===== config.mk =====
export PLATFORM = sky130hd
export DESIGN_NAME = rkc_front_flat
export DESIGN_NICKNAME = d
export VERILOG_FILES = /design/src/rtl/rkc_pkg.sv /design/src/rtl/rkc_channels.sv /design/src/rtl/rkc_front.sv /design/src/flat_wrapper.sv
export SDC_FILE = /design/constraint.sdc
export NUM_CORES = 2
export LEC_CHECK = 0
export ABC_AREA = 1
export BUFFER_PORTS_ARGS = -buffer_cell sky130_fd_sc_hd__buf_4
export CAP_MARGIN = 40
export CELL_PAD_IN_SITES_DETAIL_PLACEMENT = 1
export CELL_PAD_IN_SITES_GLOBAL_PLACEMENT = 1
export CORE_MARGIN = 3
export CORE_UTILIZATION = 30
export DETAILED_ROUTE_END_ITERATION = 10
export PLACE_DENSITY = 0.64
export SYNTH_ARGS = -nofsm -noshare
export SYNTH_HDL_FRONTEND = slang
export SYNTH_SLANG_ARGS = --single-unit

===== constraint.sdc =====
create_clock -name clk -period 13 [get_ports clk]
set_clock_uncertainty 0.2 [all_clocks]
set_input_delay 0.65 -clock clk [delete_from_list [all_inputs] [get_ports clk]]
set_output_delay 0.65 -clock clk [all_outputs]
set_load 0.01 [all_outputs]

===== src/rtl/rkc_pkg.sv =====
package rkc_pkg;

	// defaults for the top level parameters
	localparam int MAX_WIDTH_DEF  = 1024;
	localparam int MAX_RADIUS_DEF = 2;
	localparam int COEF_BITS_DEF  = 12;

	// kernel geometry: five rows of five 12-bit slots, center at index two
	localparam int KSIDE     = 5;
	localparam int KCENTER   = 2;
	localparam int SLOT_BITS = 12;
	localparam int KROW_BITS = KSIDE * SLOT_BITS;

	// pixel and counter sizes
	localparam int PIX_BITS    = 24;
	localparam int PIX_MAX     = 255;
	localparam int FRAC_BITS   = 8;
	localparam int ROW_BITS    = 18;
	localparam int QUEUE_DEPTH = 4;

	// configuration port
	localparam int CFG_DATA_BITS = 64;
	localparam int CFG_ADDR_BITS = 6;

	typedef enum logic [2:0] {
		REG_RADIUS = 3'd0,
		REG_WIDTH  = 3'd1,
		REG_HEIGHT = 3'd2,
		REG_KROW0  = 3'd3,
		REG_KROW1  = 3'd4,
		REG_KROW2  = 3'd5,
		REG_KROW3  = 3'd6,
		REG_KROW4  = 3'd7
	} rkc_reg_t;

	// per item classification handed from front to back
	typedef struct packed {
		logic carry;
		logic emit;
		logic inrange;
		logic last;
	} rkc_flags_t;

endpackage


===== src/rtl/rkc_channels.sv =====
interface rkc_pix_if;
	logic       valid;
	logic       ready;
	logic       op;
	logic [7:0] red_in;
	logic [7:0] green_in;
	logic [7:0] blue_in;

	modport source (output valid, output op, output red_in, output green_in,
		output blue_in, input ready);
	modport sink (input valid, input op, input red_in, input green_in,
		input blue_in, output ready);
endinterface



===== src/rtl/rkc_front.sv =====
module rkc_front #(
	parameter int MAX_WIDTH  = rkc_pkg::MAX_WIDTH_DEF,
	parameter int MAX_RADIUS = rkc_pkg::MAX_RADIUS_DEF
) (
	input  logic                             clk,
	input  logic                             arst_n,
	rkc_pix_if.sink                          pixels,
	input  logic [$clog2(MAX_WIDTH+1)-1:0]   w_eff,
	input  logic [15:0]                      h_eff,
	input  logic [1:0]                       rad,
	input  logic                             geom_wr,
	input  logic                             q_full,
	output logic                             push,
	output logic [rkc_pkg::PIX_BITS-1:0]     job_pix,
	output logic [$clog2(MAX_WIDTH)-1:0]     job_col,
	output logic [$clog2(2*MAX_RADIUS)-1:0]  job_slot,
	output logic [$clog2(MAX_WIDTH)-1:0]     job_pcol,
	output logic [$clog2(2*MAX_RADIUS)-1:0]  job_pslot,
	output rkc_pkg::rkc_flags_t              job_flags
);
	import rkc_pkg::*;

	localparam int CW     = $clog2(MAX_WIDTH);
	localparam int WW     = $clog2(MAX_WIDTH + 1);
	localparam int NLINES = 2 * MAX_RADIUS;
	localparam int SB     = $clog2(NLINES);
	localparam int RB     = ROW_BITS;
	localparam int QB     = ROW_BITS + WW;

	logic [CW-1:0] in_col_q, out_col_q;
	logic [RB-1:0] in_row_q, out_row_q;
	logic [SB-1:0] in_slot_q, out_slot_q;
	logic [QB-1:0] q_q, p_q, lag_q;
	logic          recalc_q;

	logic          take, in_live, ignore, adv, emit, in_wrap, out_wrap, last, inrange;
	logic [RB-1:0] out_row_nx;

	// classify the offered item against the position counters
	always_comb begin
		pixels.ready = !q_full && !recalc_q && !geom_wr;
		take         = pixels.valid && pixels.ready;
		in_live      = in_row_q < RB'(h_eff);
		ignore       = pixels.op && in_live;
		adv          = take && !ignore;
		emit         = {1'b0, q_q} >= ({1'b0, p_q} + {1'b0, lag_q});
		in_wrap      = (WW'(in_col_q) + WW'(1)) >= w_eff;
		out_wrap     = (WW'(out_col_q) + WW'(1)) >= w_eff;
		out_row_nx   = out_wrap ? out_row_q + 1'b1 : out_row_q;
		last         = emit && (out_row_nx >= RB'(h_eff));
		inrange      = (out_row_q >= RB'(rad)) && (out_col_q >= CW'(rad))
			&& ((out_row_q + RB'(rad)) < RB'(h_eff))
			&& (((WW+1)'(out_col_q) + (WW+1)'(rad)) < (WW+1)'(w_eff));
	end

	assign push              = adv;
	assign job_pix           = {pixels.red_in, pixels.green_in, pixels.blue_in};
	assign job_col           = in_col_q;
	assign job_slot          = in_slot_q;
	assign job_pcol          = out_col_q;
	assign job_pslot         = out_slot_q;
	assign job_flags.carry   = !pixels.op && in_live;
	assign job_flags.emit    = emit;
	assign job_flags.inrange = inrange;
	assign job_flags.last    = last;

	// input and output raster positions, linear indexes and result lag
	always_ff @(posedge clk or negedge arst_n) begin
		if (!arst_n) begin
			in_col_q   <= '0;
			in_row_q   <= '0;
			in_slot_q  <= '0;
			out_col_q  <= '0;
			out_row_q  <= '0;
			out_slot_q <= '0;
			q_q        <= '0;
			p_q        <= '0;
			lag_q      <= QB'(MAX_WIDTH_DEF + 1);
			recalc_q   <= 1'b1;
		end else begin
			recalc_q <= geom_wr;
			if (recalc_q) begin
				// rebuild linear indexes after a geometry change
				q_q   <= QB'(QB'(in_row_q) * QB'(w_eff)) + QB'(in_col_q);
				p_q   <= QB'(QB'(out_row_q) * QB'(w_eff)) + QB'(out_col_q);
				lag_q <= QB'(QB'(rad) * QB'(w_eff)) + QB'(rad);
			end else if (adv) begin
				if (last) begin
					in_col_q   <= '0;
					in_row_q   <= '0;
					in_slot_q  <= '0;
					out_col_q  <= '0;
					out_row_q  <= '0;
					out_slot_q <= '0;
					q_q        <= '0;
					p_q        <= '0;
				end else begin
					if (in_wrap) begin
						in_col_q  <= '0;
						in_row_q  <= in_row_q + 1'b1;
						in_slot_q <= (in_slot_q == SB'(NLINES - 1)) ? '0 : in_slot_q + 1'b1;
						q_q       <= q_q - QB'(in_col_q) + QB'(w_eff);
					end else begin
						in_col_q <= in_col_q + 1'b1;
						q_q      <= q_q + 1'b1;
					end
					if (emit) begin
						out_row_q <= out_row_nx;
						if (out_wrap) begin
							out_col_q  <= '0;
							out_slot_q <= (out_slot_q == SB'(NLINES - 1)) ? '0
								: out_slot_q + 1'b1;
							p_q        <= p_q - QB'(out_col_q) + QB'(w_eff);
						end else begin
							out_col_q <= out_col_q + 1'b1;
							p_q       <= p_q + 1'b1;
						end
					end
				end
			end
		end
	end
endmodule


===== src/flat_wrapper.sv =====
// flat-port wrapper written by rule: the top's interface ports become plain ports
module rkc_front_flat import rkc_pkg::*;
#(
	parameter int MAX_WIDTH  = rkc_pkg::MAX_WIDTH_DEF,
	parameter int MAX_RADIUS = rkc_pkg::MAX_RADIUS_DEF
)
  (clk, arst_n, w_eff, h_eff, rad, geom_wr, q_full, push, job_pix, job_col, job_slot, job_pcol, job_pslot, job_flags, pixels_valid, pixels_op, pixels_red_in, pixels_green_in, pixels_blue_in, pixels_ready);
  rkc_pix_if pixels_i ();
  input  logic clk;
  input  logic arst_n;
  input  logic [$clog2(MAX_WIDTH+1)-1:0] w_eff;
  input  logic [15:0] h_eff;
  input  logic [1:0] rad;
  input  logic geom_wr;
  input  logic q_full;
  output logic push;
  output logic [rkc_pkg::PIX_BITS-1:0] job_pix;
  output logic [$clog2(MAX_WIDTH)-1:0] job_col;
  output logic [$clog2(2*MAX_RADIUS)-1:0] job_slot;
  output logic [$clog2(MAX_WIDTH)-1:0] job_pcol;
  output logic [$clog2(2*MAX_RADIUS)-1:0] job_pslot;
  output rkc_pkg::rkc_flags_t job_flags;
  input wire logic [$bits(pixels_i.valid)-1:0] pixels_valid;
  input wire logic [$bits(pixels_i.op)-1:0] pixels_op;
  input wire logic [$bits(pixels_i.red_in)-1:0] pixels_red_in;
  input wire logic [$bits(pixels_i.green_in)-1:0] pixels_green_in;
  input wire logic [$bits(pixels_i.blue_in)-1:0] pixels_blue_in;
  output wire logic [$bits(pixels_i.ready)-1:0] pixels_ready;
  assign pixels_i.valid = pixels_valid;
  assign pixels_i.op = pixels_op;
  assign pixels_i.red_in = pixels_red_in;
  assign pixels_i.green_in = pixels_green_in;
  assign pixels_i.blue_in = pixels_blue_in;
  assign pixels_ready = pixels_i.ready;
  rkc_front #(.MAX_WIDTH(MAX_WIDTH), .MAX_RADIUS(MAX_RADIUS)) u_core (.clk(clk), .arst_n(arst_n), .pixels(pixels_i), .w_eff(w_eff), .h_eff(h_eff), .rad(rad), .geom_wr(geom_wr), .q_full(q_full), .push(push), .job_pix(job_pix), .job_col(job_col), .job_slot(job_slot), .job_pcol(job_pcol), .job_pslot(job_pslot), .job_flags(job_flags));
endmodule

# Yosys cells after proc, flatten, opt, wreduce, memory -nomap -nowiden
# Cells that the tools add are included.
dict set report word_totals {
  input_bits 59
  ramBits 0
  mem_count 0
  out_inout_bits 54
  mem_bits_ro 0
  latch_bits 0
  ff_bits 148
}
dict set report op_classes {
  reduce_logical 25
  n_shift 0
  n_addsub 20
  div_mod_pow 0
  multipliers 3
  eq_ne 2
  order_cmp 9
  n_bitwise 1
  mux 26
}
# cell count
set op_table {}
lappend op_table {{2-to-1 mux 29 bit} 9}
lappend op_table {{2-to-1 mux 18 bit} 5}
lappend op_table {{adder 29 x 1 -> 29 bit, second input constant} 2}
lappend op_table {{adder 29 x 10 -> 29 bit} 2}
lappend op_table {{adder 29 x 11 -> 29 bit} 2}
lappend op_table {{multiplier 18 x 11 -> 29 bit} 2}
lappend op_table {{subtractor 29 x 10 -> 29 bit} 2}
lappend op_table {{2-to-1 mux 10 bit} 5}
lappend op_table {{adder 18 x 1 -> 18 bit, second input constant} 2}
lappend op_table {{less-than comparator 18 x 16 -> 1 bit} 2}
lappend op_table {{adder 29 x 29 -> 30 bit} 1}
lappend op_table {{greater-or-equal comparator 29 x 30 -> 1 bit} 1}
lappend op_table {{adder 10 x 1 -> 11 bit, second input constant} 2}
lappend op_table {{greater-or-equal comparator 11 bit} 2}
lappend op_table {{adder 10 x 1 -> 10 bit, second input constant} 2}
lappend op_table {{adder 18 x 2 -> 18 bit} 1}
lappend op_table {{greater-or-equal comparator 18 x 16 -> 1 bit} 1}
lappend op_table {{greater-or-equal comparator 18 x 2 -> 1 bit} 1}
lappend op_table {{adder 13 x 2 -> 14 bit} 1}
lappend op_table {{2-to-1 mux 2 bit} 7}
lappend op_table {{multiplier 2 x 11 -> 13 bit} 1}
lappend op_table {{less-than comparator 12 x 11 -> 1 bit} 1}
lappend op_table {{adder 10 x 2 -> 11 bit} 1}
lappend op_table {{greater-or-equal comparator 10 x 2 -> 1 bit} 1}
lappend op_table {{other kinds (10)} 30}

# Logic depth before layout (Yosys ltp)
dict set report logic_depth {
  word_depth 8
  depth_mapped 37
}

# Least setup slack after synthesis
# No wires, ideal clock.
dict set report synth_timing {
  path_kind {input-to-reg}
  startpoint {input port w_eff[10]}
  endpoint {register u_core.q_q[27]}
  path_stages 25
  path_buffers 2
  setup_time_ns 0.117
  slack_ns 7.237
  required_ns 12.683
  t_arrival_ns 5.446
  cell_sequence {clkbuf_1 -> clkbuf_1 -> nand2_1 -> fa_1 -> inv_1 -> fa_1 -> inv_1 -> fa_1 -> inv_1 -> fa_1 -> inv_1 -> fa_1 -> inv_1 -> ha_1 -> nand2_1 -> nor2_1 -> inv_1 -> nor4_1 -> o21ai_0 -> nand3_1 -> nand2_1 -> nand3_1 -> nand2_1 -> nand2_1 -> nand2_1}
}
dict set report synth_via {
  elab_chain_cells 7
  elab_cells_between_ends 12
  cone_classes {add/sub: 2; mul: 1; order compare: 3; mux: 5; reduce/logical: 1}
}
# element line_no
set synth_lines {}
lappend synth_lines {{from (decl)} flat_wrapper.sv:11} ;# input logic [$clog2(MAX_WIDTH+1)-1:0] w_eff;
lappend synth_lines {{parallel branches: the longest is 6 deep, another holds multiplier 18 x 11 -> 29 bit} --}
lappend synth_lines {{2-to-1 mux 29 bit *} rkc_front.sv:82} ;# if (recalc_q) begin
lappend synth_lines {{to (signal assigned)} rkc_front.sv:84} ;# q_q <= QB'(QB'(in_row_q) * QB'(w_eff)) + QB'(in_col_q);
lappend synth_lines {{to (signal assigned)} rkc_front.sv:102} ;# q_q <= q_q - QB'(in_col_q) + QB'(w_eff);
lappend synth_lines {{to (signal assigned)} rkc_front.sv:105} ;# q_q <= q_q + 1'b1;
lappend synth_lines {{to (decl)} rkc_front.sv:33} ;# logic [QB-1:0] q_q, p_q, lag_q;
# Every way passes the cells marked *. The select of a mux whose other input is x is not followed.
# A chain may end at the register's enable or synchronous reset.

# Worst setup path after layout
dict set report layout_timing {
  startpoint {register u_core.out_col_q[2] (netlist: u_core.job_pcol[2])}
  endpoint {register u_core.in_row_q[12]}
}
dict set report layout_via {
  elab_chain_cells 7
  elab_cells_between_ends 8
  cone_classes {add/sub: 1; order compare: 2; mux: 2; reduce/logical: 3}
}
# element line_no
set layout_lines {}
lappend layout_lines {{from (decl)} rkc_front.sv:30} ;# logic [CW-1:0] in_col_q, out_col_q;
lappend layout_lines {{from (signal assigned)} rkc_front.sv:115} ;# out_col_q <= out_col_q + 1'b1;
lappend layout_lines {{adder 10 x 1 -> 11 bit *} rkc_front.sv:48} ;# out_wrap = (WW'(out_col_q) + WW'(1)) >= w_eff;
lappend layout_lines {{greater-or-equal comparator 11 bit *} rkc_front.sv:48}
lappend layout_lines {{2-to-1 mux 18 bit *} rkc_front.sv:49} ;# out_row_nx = out_wrap ? out_row_q + 1'b1 : out_row_q;
lappend layout_lines {{greater-or-equal comparator 18 x 16 -> 1 bit *} rkc_front.sv:50} ;# last = emit && (out_row_nx >= RB'(h_eff));
lappend layout_lines {{logical AND 1 bit *} rkc_front.sv:50}
lappend layout_lines {{nonzero test 2 bit (no line)} --}
lappend layout_lines {{AND reduction 3 bit (no line)} --}
lappend layout_lines {{to (signal assigned)} rkc_front.sv:100} ;# in_row_q <= in_row_q + 1'b1;
lappend layout_lines {{to (decl)} rkc_front.sv:31} ;# logic [RB-1:0] in_row_q, out_row_q;
# Every way passes the cells marked *; elsewhere a longest branch is shown, timed or not.

==> summary.txt <==
Root Buffer - clkbuf_16
hold crit path type - input port to register
vias in the first global route - 32.9k
Clock Path Buffers - 2
sequential share of the synthesized area - 10.2%
Hold EP - u_core.recalc_q$_DFF_PN1_
cts hold-fix bufs - 1
endpoint class of the critical path - register
syn_nets - 5600
Period Utilization, post-route - 56.8%
reg2reg start - u_core.job_pcol[2]$_DFFE_PN0P_
metal2 WL - 59.5 mm
most frequent cells in the layout - nand2_1 (1246), inv_1 (1000), ha_1 (399)
synthesis warning total - 0
Slew HR - 40.1%
RSZ-0062 raised after global routing - no
Post-Syn Area - 32400 sq um
total number of vias - 30.9k
DIE HEIGHT - 335 um
TritonRoute pass-1 iters - 5
core area - 106000 sq um
prevailing post-synth register cell - dfrtp_1
commonest non-fill, non-tap cell in the layout - nand2_1
CTS sink count - 132
final WL - 126 mm
Fin Setup TNS - 0 ns
FF-to-FF End - u_core.in_row_q[12]$_DFFE_PN0P_
Initial Util - 30.5%
initial antenna violation count - 0
Layout Nets - 5534
DIE WIDTH - 335 um
Final ANT Viol Nets - 0
crit path buf inv count - 3
CP most frequent cell - nand2_1
Initial DRC Count - 1721
CP delay by family, top - simple AND/OR/NAND/NOR gates
outcome - finished, final reports clean
area grow syn2layout - 7.10%
flop2flop setup slack - 5.61 ns
crit path kind - register to register
vias per cell - 5.02
largest net degree at the start of global routing - 65
post-synthesis cell type count - 48
HP Start - geom_wr
RD Place Congestion - 0.896
Overflow after GRT - 0
Seq cells post-synth - 132
final setup violation count - 0
crit path max fanout - 60
post-cts gate resize count - 0
async set or reset register ratio after synthesis - 100%
Die Area - 112000 sq um
DRC viols - 0
DP HPWL - 103 mm
final hold violations - 0
GRT Util Overall - 22.7%
Post-synth EDFFs - 0
share of post-route cells with drive strength above 1 - 3.24%
WP data required - 13.14 ns
type of origin of the critical path - register
FF-to-FF path depth - 29
slowest CP cell - buf_4
Tmin final - 7.39 ns
data arrival time of the worst path - 7.53 ns
clk_lat worst skew - 0.50 ns
max-cap violations - 0
global-route wire length before repair - 197 mm
Worst-path clk slew - 0.08 ns
Hold Path Depth - 1
syn avg cell area - 6.74 sq um
DR WL/cell - 20.5 um
H-tree depth - 4
Max Freq - 0.135 GHz
Core Rows - 119
buffers added on ports - 64
CTS tree - built
worst slew pin tran - 0.898 ns
max layer used - met4
TritonCTS Buffers - 17
Post-Synthesis Cells - 4811
Post-CTS Setup Inserts - 0
max incr delay on CP - 0.75 ns
met1 WL - 59.0 mm
Routed met3 length - 4.71 mm
# IOs - 113
Max Transition Viols Final - 0
==> per-stage QoR <==
stage	hold WS [ns]	utilization, %	area [sq um]	std cells	worst slack, ns
after floorplan	0.154	-	32400	4811	7.24
after global placement	0.274	31.9	34000	6109	5.28
after detailed placement	0.277	32.1	34100	6116	5.67
after CTS	0.0292	32.6	34700	6149	5.64
after global routing	0.0427	32.6	34700	6149	5.01
final	0.0573	32.6	34700	6150	5.61
==> synthesized netlist by cell type (6+ instances only) <==
master / n / area, sq um
nand2_1: 1246 / 4680
inv_1: 1000 / 3750
ha_1: 399 / 4990
nor2_1: 380 / 1430
fa_1: 331 / 6630
a21oi_1: 272 / 1360
nand3_1: 234 / 1170
o21ai_0: 168 / 841
dfrtp_1: 129 / 3230
xor2_1: 128 / 1120
clkbuf_1: 107 / 402
nand4_1: 74 / 463
nor3_1: 51 / 255
buf_4: 29 / 218
o22ai_1: 25 / 156
xnor2_1: 24 / 210
a21o_1: 22 / 165
buf_2: 20 / 100
nor4_1: 20 / 125
o21bai_1: 19 / 143
buf_1: 18 / 67.6
a211oi_1: 12 / 90.1
o21ai_1: 12 / 60.1
a21boi_0: 10 / 75.1
a31oi_1: 10 / 62.6
nand3b_1: 7 / 52.6
o21a_1: 7 / 52.6
a22oi_1: 6 / 45.0
or2_2: 6 / 37.5
==> cell type report <==
class / instances / area, sq um
clock buffer: 17 / 425
timing repair buffer: 94 / 802
inverter: 1005 / 3770
clock inverter: 15 / 168
fill: 13600 / 71600
sequential: 132 / 3310
antenna: 1 / 2.50
multi-input combinational: 3495 / 24500
tap: 1391 / 1740
==> registers in the layout (all words and copies together) (netlist names) <==
name / flops
u_core.job_pcol: 10
u_core.q_q: 29
u_core.job_pslot: 2
u_core.out_row_q: 18
u_core.in_row_q: 18
u_core.lag_q: 13
u_core.job_slot: 2
u_core.p_q: 29
u_core.job_col: 10
u_core.recalc_q: 1
==> layer usage <==
metal,track usage [%],vias to the layer above
met4,5.14,0
li1,-,14700
met3,2.42,126
met2,38.8,542
met5,0,-
met1,31.0,15500
==> worst max path at each step <==
stage,from,to,slack (ns),depth (start not counted)
floorplan,w_eff[10],u_core.q_q[27]$_DFFE_PN0P_,7.24,25
global placement,u_core.job_pcol[2]$_DFFE_PN0P_,u_core.job_slot[1]$_DFFE_PN0P_,5.28,29
detailed placement,u_core.job_pcol[2]$_DFFE_PN0P_,u_core.job_slot[0]$_DFFE_PN0P_,5.67,29
CTS,u_core.job_pcol[2]$_DFFE_PN0P_,u_core.job_slot[0]$_DFFE_PN0P_,5.64,29
global route,u_core.job_pcol[1]$_DFFE_PN0P_,u_core.in_row_q[13]$_DFFE_PN0P_,5.01,29
finish,u_core.job_pcol[2]$_DFFE_PN0P_,u_core.in_row_q[12]$_DFFE_PN0P_,5.61,29
==> cells by family (layout without fill, tap and decap cells) <==
| group | count (synthesis) | in the layout | share of synthesized area (%) |
|---|---|---|---|
| flops | 132 | 132 | 10.2 |
| other cells | 0 | 1 | 0 |
| fa+ha+maj | 730 | 730 | 35.9 |
| simple gates | 2039 | 2039 | 25.9 |
| mux | 3 | 3 | 0.0927 |
| xor+xnor | 152 | 152 | 4.11 |
| compound gates | 571 | 571 | 9.63 |
| buf+inv | 1184 | 1131 | 14.2 |
Power is left out: the tool's default activity adds up to more than one toggle a clock period on the data nets, which glitch-free logic cannot reach.
