**src/rtl/rkc_queue.sv**
```systemverilog
module rkc_queue #(
	parameter int WIDTH = 8,
	parameter int DEPTH = 4
) (
	input  logic             clk,
	input  logic             arst_n,
	input  logic             push,
	input  logic [WIDTH-1:0] wdata,
	input  logic             pop,
	output logic [WIDTH-1:0] rdata,
	output logic             full,
	output logic             empty
);
	localparam int PB = $clog2(DEPTH);
	localparam int CB = $clog2(DEPTH + 1);

	logic [WIDTH-1:0] slot_q [DEPTH];
	logic [PB-1:0]    head_q;
	logic [PB-1:0]    tail_q;
	logic [CB-1:0]    count_q;

	assign full  = (count_q == CB'(DEPTH));
	assign empty = (count_q == '0);
	assign rdata = slot_q[head_q];

	// storage
	always_ff @(posedge clk) begin
		if (push) begin
			slot_q[tail_q] <= wdata;
		end
	end

	// pointers and fill level
	always_ff @(posedge clk or negedge arst_n) begin
		if (!arst_n) begin
			head_q  <= '0;
			tail_q  <= '0;
			count_q <= '0;
		end else begin
			if (push) begin
				tail_q <= (tail_q == PB'(DEPTH - 1)) ? '0 : tail_q + 1'b1;
			end
			if (pop) begin
				head_q <= (head_q == PB'(DEPTH - 1)) ? '0 : head_q + 1'b1;
			end
			if (push && !pop) begin
				count_q <= count_q + 1'b1;
			end else if (pop && !push) begin
				count_q <= count_q - 1'b1;
			end
		end
	end

`ifndef SYNTHESIS
	a_no_overflow: assert property (@(posedge clk) disable iff (!arst_n)
		!(push && full && !pop)) else $error("item pushed into full queue");
	a_no_underflow: assert property (@(posedge clk) disable iff (!arst_n)
		!(pop && empty)) else $error("item popped from empty queue");
	a_level: assert property (@(posedge clk) disable iff (!arst_n)
		(push && !pop) |=> (count_q == $past(count_q) + 1'b1))
		else $error("queue level did not follow a push");
	a_ptr_gap: assert property (@(posedge clk) disable iff (!arst_n)
		(empty || full) |-> (head_q == tail_q))
		else $error("queue pointers disagree with level");
`endif
endmodule

```
**config.mk**
```make
export PLATFORM = sky130hd
export DESIGN_NAME = rkc_queue
export DESIGN_NICKNAME = d
export VERILOG_FILES = /design/src/rtl/rkc_queue.sv
export SDC_FILE = /design/constraint.sdc
export NUM_CORES = 1
export LEC_CHECK = 0
export BUFFER_PORTS_ARGS = -buffer_cell sky130_fd_sc_hd__buf_2
export CORE_MARGIN = 3
export CORE_UTILIZATION = 59
export DETAILED_ROUTE_END_ITERATION = 10
export PLACE_DENSITY = 0.94
export SLEW_MARGIN = 25
export SYNTH_ARGS = -nofsm -noshare
export SYNTH_HDL_FRONTEND = slang
export SYNTH_SLANG_ARGS = --single-unit
```
**constraint.sdc**
```tcl
create_clock -name clk -period 3.7 [get_ports clk]
set_clock_uncertainty 0.05 [all_clocks]
set_input_delay 0.185 -clock clk [delete_from_list [all_inputs] [get_ports clk]]
set_output_delay 0.185 -clock clk [all_outputs]
set_load 0.01 [all_outputs]
```
### Yosys cells after proc, flatten, opt, wreduce, memory -nomap -nowiden

Memory sizes are Yosys's and may differ from the RTL's.
Index checks and enable logic that the tools add are counted.

* equality and inequality tests: 3
* multiplexer cells: 6
* reductions and logical operators: 6
* add/subtract/negate cells: 4

Operators with widths (count)
* 3-bit two-way mux: 2
* 2-bit by 1-bit adder with 2-bit output (second input constant): 2
* 2-bit equality test (second input constant): 2
* 2-bit two-way mux: 2
* 3-bit by 1-bit adder with 3-bit output (second input constant): 1
* 3-bit equality test (second input constant): 1
* 3-bit logical NOT: 1
* 3-bit by 1-bit subtractor with 3-bit output (second input constant): 1
* 1-bit logical AND: 2
* 1-bit logical NOT: 2
* 1-bit two-way mux: 2
* 2-bit nonzero test: 1

* output and inout port bits: 10
* input port bits: 12
* word-level logic and storage cells: 23
* flip-flop bits (word level): 7
* memories: 1
* bits in writable memories: 32

Memory list
* slot_q: words 4, width 8, read ports 1, clocked after memory_dff 0, wr ports 1, RTL line 17 `logic [WIDTH-1:0] slot_q [DEPTH];`

### Depth between registers and ports, before layout

Gate-level depths: netlist (run 1).

* word-level depth: 4
* gate-level depth with buffers: 7
* mapped depth without buffers: 7

### Worst setup path after synthesis (run 1)

OpenSTA, ideal clock, no wires.

* path type: register to register
* from: register count_q[0]
* to: register count_q[2]
* data arrival time: 1.216 ns
* buffers on the path: 0
* setup time: 0.079 ns
* data required time: 3.571 ns
* cell stages (with the launch flop): 5
* clock period less this slack: 1.345 ns
* path slack: 2.355 ns
* cell sequence: dfrtp_1 -> fa_1 -> xor2_1 -> nor2_1 -> xor2_1

* word-level cells in the longest chain between the ends: 3
* elaborated cells between the ends (all ways): 4
* those cells by class: 2 x add/sub; 2 x mux

Ends and longest elaborated chain
* start, declared: RTL line 20 `logic [CB-1:0] count_q;`
* start signal, assigned: RTL line 47 `count_q <= count_q + 1'b1;`
* start signal, assigned: RTL line 49 `count_q <= count_q - 1'b1;`
* 3-bit by 1-bit subtractor with 3-bit output: RTL line 49
* 3-bit two-way mux: RTL line 48 `end else if (pop && !push) begin`
* 3-bit two-way mux *: RTL line 46 `if (push && !pop) begin`

Mark *: on every way between the ends. The rest lies on a longest branch, timed or not. The select of a mux whose other input is x is not followed.
A chain may end at the register's enable or synchronous reset.

### Worst setup path after layout (run 1)

* from: register head_q[0]
* to: output rdata[7]

* word-level cells in the longest chain between the ends: 1

Ends and longest elaborated chain
* start, declared: RTL line 18 `logic [PB-1:0] head_q;`
* start signal, assigned: RTL line 44 `head_q <= (head_q == PB'(DEPTH - 1)) ? '0 : head_q + 1'b1;`
* memory 4 x 8 bit
* end, declared: RTL line 10 `output logic [WIDTH-1:0] rdata,`

Every way passes these cells.

==> run_results.csv, run 1 <==
group,metric,value,unit
status,status,"complete, no violations",
synth,yosysSeqAreaShare,72.35,%
clock_network,cts.sinks,39,
global_route,grt_overflow_total,0,
power,power_leakage,0.6961,nW
power,power_frac_seq,51.5,%
die,rows,18,
synth,ys_ff_latch,39,
worst_setup_path,cp.arrival,1.79,ns
clock_network,cts_resized,0,
die,start_util,62.81,%
placed_design,port_buffers,21,
detailed_routing,viasPerCell,5.397,
synth,synthesis.nets,98,
detailed_routing,wl_per_cell,17.89,µm
power,irDropWorstVdd,0.5540,mV
power,p_per_area,711.5,nW/µm²
clock_network,post_cts_buffers,0,
synth,yosysMostFrequentCell,"edfxtp_1",
power,pwr-share-clk,20.3,%
die,die_height,57.59,µm
global_route,grt_start_max_net_pins,12,
worst_setup_path,crit_path_end_kind,"primary output",
timing,timing.hold.ws,0.01988,ns
finish,layout-drive-gt1-share,34.23,%
timing,fin_crit_sh,54.78,%
synth,synth_ff_type,"edfxtp_1",
clock_network,htreeDepth,2,
detailed_routing,dr_total_vias,761,
synth,syn_area,1570,µm²
timing,final.setup.tns,0,ns
global_route,grt_usage,17.22,%
clock_network,clock_latency,0.33,ns
placed_design,pre_cts_slack,1.988,ns
timing,fmax,493.4,MHz
synth,synthTopCellsByArea,"edfxtp_1, mux4_2, dfrtp_1, ha_1, mux2_2",
timing,rsz0062_at_grt,"no",
synth,yosys_warnings,0,
synth,ys_top_cells_by_count,"edfxtp_1, mux4_2, dfrtp_1, ha_1, inv_1",
clock_network,clk_pin_slew,0.10,ns
clock_network,cts-buffers-inserted,5,
timing,tightest_slew,0.5836,ns
worst_setup_path,crit_type,"flop to primary output",
timing,setup_ws,1.673,ns
timing,slew_violations,0,
worst_setup_path,crit_required,3.46,ns
timing,hold_viol,0,
synth,synth-async-reset-ratio,17.95,%
synth,yosys.area.top_type,"edfxtp_1",
detailed_routing,dr.pass1.iters,4,
die,die_w,57.59,µm
clock_network,ctsHoldBuffers,2,
finish,finalNonFillerCells,141,
clock_network,cts-root-buf,"clkbuf_4",
power,p_sw,0.0003817,W
detailed_routing,wirelength,2523,µm
synth,syn_inst,79,
global_route,antenna_found_initial,0,
run,maxCapViolCount,0,
hold_path,hold_path.class,"input pin to flop",
synth,postSynthAreaPerCell,19.88,µm²
global_route,grt_pass1_vias,797,
finish,diodes,0,
die,die-area,3317,µm²
clock_network,cts_tree,"yes",
placed_design,hpwl,1724,µm
timing,setup_viol,0,
placed_design,gp_congestion,0.6908,
worst_setup_path,critical_path.max_fanout,11,
power,power_frac_comb,28.2,%
power,swShare,29.35,%
power,intPower,0.0009189,W
placed_design,placed_cells,128,
detailed_routing,ant_nets,0,
clock_network,clk_path_buf_depth,2,
detailed_routing,drc,0,
detailed_routing,drt_first_iter_violations,25,
die,ios,22,
die,coreArea,2500,µm²
timing,slew_headroom,61.10,%
worst_setup_path,worstSetupStartpointType,"flop",
synth,ys_types,18,
finish,num-nets-final,130,
timing,layout_min_cycle_time,2.027,ns
synth,synth_edf_count,32,
finish,synthToLayoutAreaGrowth,16.41,%
global_route,grt_pass1_wl,3974,µm
synth,synth_top_cell_area_share,61.20,%
## through the flow
stage           power, W  utilization (%)  area [µm²]
6_report        0.001301            73.12        1828
3_5_place_dp    0.001055            67.87        1697
5_1_grt         0.001386            73.12        1828
4_1_cts         0.001317            71.52        1788
3_3_place_gp    0.001011            67.87        1697
2_1_floorplan  0.0009224                -        1570
## critical path, stage by stage (launching register included)
cell     delay, ns
dfrtp_1       0.73
mux4_2        0.58
buf_2         0.15
## layout by cell type (no fill, tap or decap), types with 2 or more instances in the layout
| cell type | netlist | final |
|---|---|---|
| and2_1 | 4 | 4 |
| dlygate4sd3_1 | 0 | 6 |
| o21ai_0 | 2 | 2 |
| ha_1 | 6 | 6 |
| nor2_1 | 2 | 2 |
| edfxtp_1 | 32 | 32 |
| dfrtp_1 | 7 | 7 |
| clkbuf_4 | 0 | 5 |
| xor2_1 | 2 | 2 |
| inv_1 | 5 | 5 |
| buf_2 | 1 | 21 |
| mux4_2 | 8 | 8 |
| mux2_2 | 3 | 3 |
## registers in the layout, summed over array words and instances (netlist names)
signal and count:
slot_q 32, count_q 3, tail_q 2, head_q 2
## cells by family (layout without fill, tap and decap cells)
logic type | after synthesis | in the layout | synth area share [%]
AO/OA/AOI/OAI | 2 | 2 | 0.6375
flip-flops | 39 | 39 | 72.35
XOR/XNOR | 3 | 3 | 1.674
multiplexers | 11 | 11 | 13.63
adder cells (fa/ha/maj) | 7 | 7 | 6.056
AND/OR/NAND/NOR | 10 | 10 | 3.426
buffers and inverters | 7 | 39 | 2.231
## power groups by stage
stage / combinational [W] / clock (W) / sequential [W]
after floorplan: 0.000301 / 0 / 0.000622
after global placement: 0.000341 / 0 / 0.000671
after detailed placement: 0.000370 / 0 / 0.000685
after CTS: 0.000372 / 0.000270 / 0.000675
after global routing: 0.000406 / 0.000292 / 0.000688
final: 0.000367 / 0.000264 / 0.000670
## worst paths after layout
kind	start	to	slack, ns	cells after the start
max	head_q[0]	rdata[7]	1.67	2
min	wdata[2]	slot_q[2][2]	0.02	1
min in group asynchronous	arst_n	count_q[2]	0.16	2
max reg2reg	count_q[0]	count_q[2]	2.19	4
max in group asynchronous	arst_n	tail_q[0]	3.28	2
min reg2reg	count_q[2]	count_q[2]	0.48	1
## area by class of cell
class	instances	area (µm²)
Tap cell	30	37.54
Inverter	5	18.77
Multi-Input combinational cell	33	399.1
Clock buffer	6	41.29
Timing Repair Buffer	27	165.2
Sequential cell	39	1136
Clock inverter	1	30.03
Fill cell	144	671.9
## layer usage
metal	GRT usage (%)	wire, µm	vias to the layer above
met5	0	0	-
met4	5.960	40	0
met3	7.014	135	7
met2	27.90	1338	20
met1	20.99	1009	373
li1	-	-	361
Note: power is estimated with default switching activity, not from simulation.
==> run 2: changes to the inputs <==
CORE_UTILIZATION = 50   (was 59)
PLACE_DENSITY = 0.86   (was 0.94)
clock period = 1.7 ns   (was 3.7 ns; I/O delays follow)
==> run_results.csv, run 2 (synthesis gave the netlist of run 1 again) <==
group,metric,value,unit
power,p_total,0.002772,W
clock_network,cts.sinks,39,
finish,postLayoutCellArea,1923,µm²
worst_setup_path,critical_path_buf_inv_count,2,
global_route,grt_overflow_total,0,
global_route,grt_start_max_net_pins,13,
detailed_routing,viasPerCell,4.789,
detailed_routing,dr.pass1.iters,4,
global_route,grt_usage,16.18,%
placed_design,place_area,1712,µm²
finish,fin_util,66.86,%
worst_setup_path,crit_path_start,"head_q[0]",
finish,top_regs,"slot_q (32), count_q (3)",
detailed_routing,drc,0,
finish,diodes,0,
placed_design,gp_congestion,0.6630,
worst_setup_path,crit_slowest_cell,"mux4_2",
detailed_routing,dr_total_vias,771,
die,coreArea,2877,µm²
worst_setup_path,crit_type,"flop to primary output",
timing,tightest_slew,0.4267,ns
die,ios,22,
finish,num-nets-final,137,
clock_network,clk_pin_slew,0.10,ns
worst_setup_path,regToRegStartpoint,"tail_q[0]",
timing,layout_min_cycle_time,1.635,ns
detailed_routing,drt_first_iter_violations,37,
worst_setup_path,rr_worst_depth,3,
hold_path,hold_path.class,"input pin to asynchronous set/reset pin",
power,p_per_area,1442,nW/µm²
detailed_routing,wl_per_cell,15.10,µm
status,status,"complete, no violations",
clock_network,clock_latency,0.33,ns
global_route,grt_pass1_vias,845,
die,die_height,62.04,µm
placed_design,port_buffers,21,
worst_setup_path,regToRegEndpoint,"slot_q[2][2]",
timing,rsz0062_at_grt,"yes",
timing,setup_viol,0,
finish,largest_register,"slot_q",
clock_network,cts-buffers-inserted,5,
die,die_w,62.04,µm
detailed_routing,wirelength,2431,µm
worst_setup_path,setup.worst_path.end,"rdata[2]",
timing,fmax,611.8,MHz
worst_setup_path,reg2reg_setup_slack,0.25,ns
global_route,antenna_found_initial,0,
die,start_util,54.59,%
run,maxCapViolCount,0,
worst_setup_path,crit_required,1.56,ns
worst_setup_path,crit_path_end_kind,"primary output",
power,irDropWorstVdd,0.7999,mV
worst_setup_path,max_stage_delay,0.51,ns
timing,hold_viol,0,
finish,layout_common_cells,"edfxtp_1, buf_2, dlygate4sd3_1",
finish,final_common_cell,"edfxtp_1",
clock_network,clk_path_buf_depth,2,
worst_setup_path,worstSetupStartpointType,"flop",
clock_network,cts_tree,"yes",
worst_setup_path,cp.depth,3,
timing,slew_headroom,71.56,%
worst_setup_path,cp.arrival,1.50,ns
worst_setup_path,crit_family,"multiplexers",
global_route,grt_pass1_wl,4077,µm
finish,synthToLayoutAreaGrowth,22.47,%
finish,fillers,198,
detailed_routing,ant_nets,0,
die,die-area,3849,µm²
worst_setup_path,critical_path.max_fanout,6,
timing,slew_violations,0,
finish,largest_reg_flops,32,
timing,fin_crit_sh,96.15,%
die,rows,19,
worst_setup_path,path_cells,"buf_8, mux4_2, buf_6",
clock_network,htreeDepth,2,
finish,layout-drive-gt1-share,36.13,%
clock_network,cts-root-buf,"clkbuf_4",
power,power_leakage,0.7193,nW
run 2: changes by cell type in the layout (fill, tap and decap cells not counted), moves of 2 or more:
cell,previous run,this run
clkinv_1,0,2
buf_2,21,19
buf_6,0,2
dlygate4sd3_1,6,11
run 2: routing by layer:
metal	routed length [µm]	track usage (%)
met5	0	0
met4	69	10.00
met3	118	5.579
met2	1254	25.59
met1	989	18.89
run 2: how the worst min path moves through the flow:
stage | startpoint | end | slack (ns)
after floorplan | arst_n | count_q[0] | -0.26
after global placement | arst_n | count_q[2] | -0.13
after detailed placement | arst_n | count_q[1] | -0.13
after CTS | arst_n | count_q[1] | 0.02
after global routing | arst_n | count_q[1] | 0.03
final | arst_n | count_q[1] | 0.05
run 2: timing repair:
item / CTS / global route
pin swaps: 0 / 1
endpoints found under the hold margin: 43 / 0
endpoints found under the setup margin: 8 / 6
hold buffers: 11 / 0
setup buffers: 2 / 0
gates cloned: 0 / 0
resized for setup: 2 / 8
run 2: cell type report:
class	count	area (µm²)	area share, %
flip-flops and latches	39	1137	59.14
multi-input cells	33	411.6	21.41
well taps	42	52.55	2.733
inverters	5	18.77	0.9759
repair buffers	34	250.2	13.01
clock buffers	5	37.54	1.952
clock inverters	3	15.01	0.7807
run 2: power by group:
part / switching, W / total, W / internal (W)
clock: 0.000278 / 0.000430 / 0.000151
sequential: 0.000138 / 0.00140 / 0.00126
combinational: 0.000416 / 0.000945 / 0.000529
run 2: per-stage QoR:
stage | worst slack [ns] | instances | TNS (ns) | hold WS (ns)
6_report | 0.06546 | 161 | 0 | 0.04548
5_1_grt | -0.02127 | 161 | -0.06696 | 0.02528
4_1_cts | 0.001185 | 161 | 0 | 0.02317
3_5_place_dp | 0.09678 | 140 | 0 | -0.1293
3_3_place_gp | 0.1291 | 140 | 0 | -0.1299
2_1_floorplan | 0.3546 | 79 | 0 | -0.2606
==> run 3: changes to the inputs <==
HOLD_SLACK_MARGIN = 0.1   (was default)
==> run_results.csv, run 3 (synthesis gave the netlist of run 1 again) <==
group,metric,value,unit
power,intPower,0.001941,W
timing,fin_crit_sh,96.19,%
die,die-area,3849,µm²
power,power_frac_seq,50.4,%
die,die_w,62.04,µm
global_route,grt_start_max_net_pins,13,
global_route,antenna_found_initial,0,
status,status,"complete, no violations",
detailed_routing,drt_first_iter_violations,46,
worst_setup_path,critical_path.max_fanout,6,
run,maxCapViolCount,0,
detailed_routing,drc,0,
finish,layout_common_cells,"edfxtp_1, buf_2, dlygate4sd3_1",
worst_setup_path,worstSetupStartpointType,"flop",
finish,fin_util,67.20,%
timing,layout_min_cycle_time,1.635,ns
die,coreArea,2877,µm²
clock_network,cts.sinks,39,
power,p_total,0.002773,W
placed_design,port_buffers,21,
finish,largest_register,"slot_q",
finish,largest_reg_flops,32,
worst_setup_path,reg2reg_setup_slack,0.26,ns
clock_network,cts_tree,"yes",
timing,hold_viol,0,
finish,fillers,197,
die,ios,22,
timing,setup_viol,0,
worst_setup_path,crit_required,1.56,ns
placed_design,placed_cells,140,
global_route,grt_overflow_total,0,
timing,slew_headroom,71.39,%
die,die_height,62.04,µm
die,rows,19,
global_route,grt_usage,16.23,%
worst_setup_path,cp.arrival,1.50,ns
finish,layout-drive-gt1-share,35.83,%
timing,fmax,611.5,MHz
finish,diodes,0,
clock_network,clk_path_buf_depth,2,
timing,final.setup.tns,0,ns
detailed_routing,dr_total_vias,768,
clock_network,clk_pin_slew,0.10,ns
clock_network,cts-root-buf,"clkbuf_4",
timing,tightest_slew,0.4292,ns
finish,final_common_cell,"edfxtp_1",
detailed_routing,wirelength,2425,µm
clock_network,htreeDepth,2,
detailed_routing,ant_nets,0,
power,irDropWorstVdd,0.7998,mV
global_route,grt_pass1_wl,4084,µm
power,pwr-share-clk,15.5,%
worst_setup_path,crit_type,"flop to primary output",
finish,finalNonFillerCells,162,
detailed_routing,dr.pass1.iters,4,
detailed_routing,wl_per_cell,14.97,µm
die,start_util,54.59,%
clock_network,clock_latency,0.33,ns
placed_design,gp_congestion,0.6630,
detailed_routing,viasPerCell,4.741,
power,p_sw,0.0008325,W
finish,num-nets-final,138,
power,swShare,30.02,%
timing,timing.hold.ws,0.4431,ns
worst_setup_path,crit_path_end_kind,"primary output",
finish,top_regs,"slot_q (32), count_q (3)",
timing,slew_violations,0,
finish,synthToLayoutAreaGrowth,23.11,%
power,p_per_area,1435,nW/µm²
clock_network,cts-buffers-inserted,5,
power,power_leakage,0.7234,nW
timing,rsz0062_at_grt,"yes",
power,power_frac_comb,34.1,%
global_route,grt_pass1_vias,845,
hold_path,hold_path.class,"input pin to flop",
run 3: power by group through the flow:
stage / clock (W) / combinational (W) / sequential [W]
after CTS: 0.000457 / 0.000909 / 0.00140
after floorplan: 0 / 0.000654 / 0.00135
after detailed placement: 0 / 0.000782 / 0.00148
final: 0.000431 / 0.000945 / 0.00140
after global placement: 0 / 0.000744 / 0.00146
after global routing: 0.000509 / 0.00107 / 0.00143
run 3: path summary, 6_finish.rpt:
check	start	endpoint	cells after the start
worst max-delay path	head_q[0]	rdata[2]	3
worst min-delay path	wdata[6]	slot_q[3][6]	2
worst max register to register	tail_q[0]	slot_q[0][1]	3
worst min register to register	count_q[2]	count_q[2]	1
max in group asynchronous	arst_n	head_q[0]	3
min in group asynchronous	arst_n	count_q[2]	3
run 3: layout make-up:
cell class / instances / area (µm²) / share of cell area (%)
clock buffers: 5 / 37.54 / 1.942
clock inverters: 3 / 15.01 / 0.7767
inverters: 5 / 18.77 / 0.9709
multi-input cells: 33 / 411.6 / 21.29
flip-flops and latches: 39 / 1137 / 58.84
well taps: 42 / 52.55 / 2.718
repair buffers: 35 / 260.3 / 13.46
run 3: layer usage:
metal | vias up | track usage (%) | part of all wire, %
met2 | 17 | 25.59 | 51
met4 | 0 | 10.00 | 2.8
met5 | - | 0 | 0
li1 | 379 | - | -
met1 | 366 | 19.03 | 41
met3 | 6 | 5.579 | 4.9
run 3: critical path: stages (launching register included):
cell     delay, ns
dfrtp_2       0.38
buf_8         0.13
mux4_2        0.51
buf_6         0.14
run 3: timing repair:
item / CTS / global route
pin swaps: 0 / 1
hold buffers: 12 / 0
hold endpoints to repair: 43 / 0
endpoints found under the setup margin: 8 / 6
resized for setup: 2 / 8
buffers inserted: 2 / 0
run 3: per-stage QoR:
step           area (µm²)  setup slack, ns
6_report             1933          0.06472
5_1_grt              1933         -0.02127
4_1_cts              1902         0.001185
3_5_place_dp         1712          0.09678
3_3_place_gp         1712           0.1291
2_1_floorplan        1570           0.3546
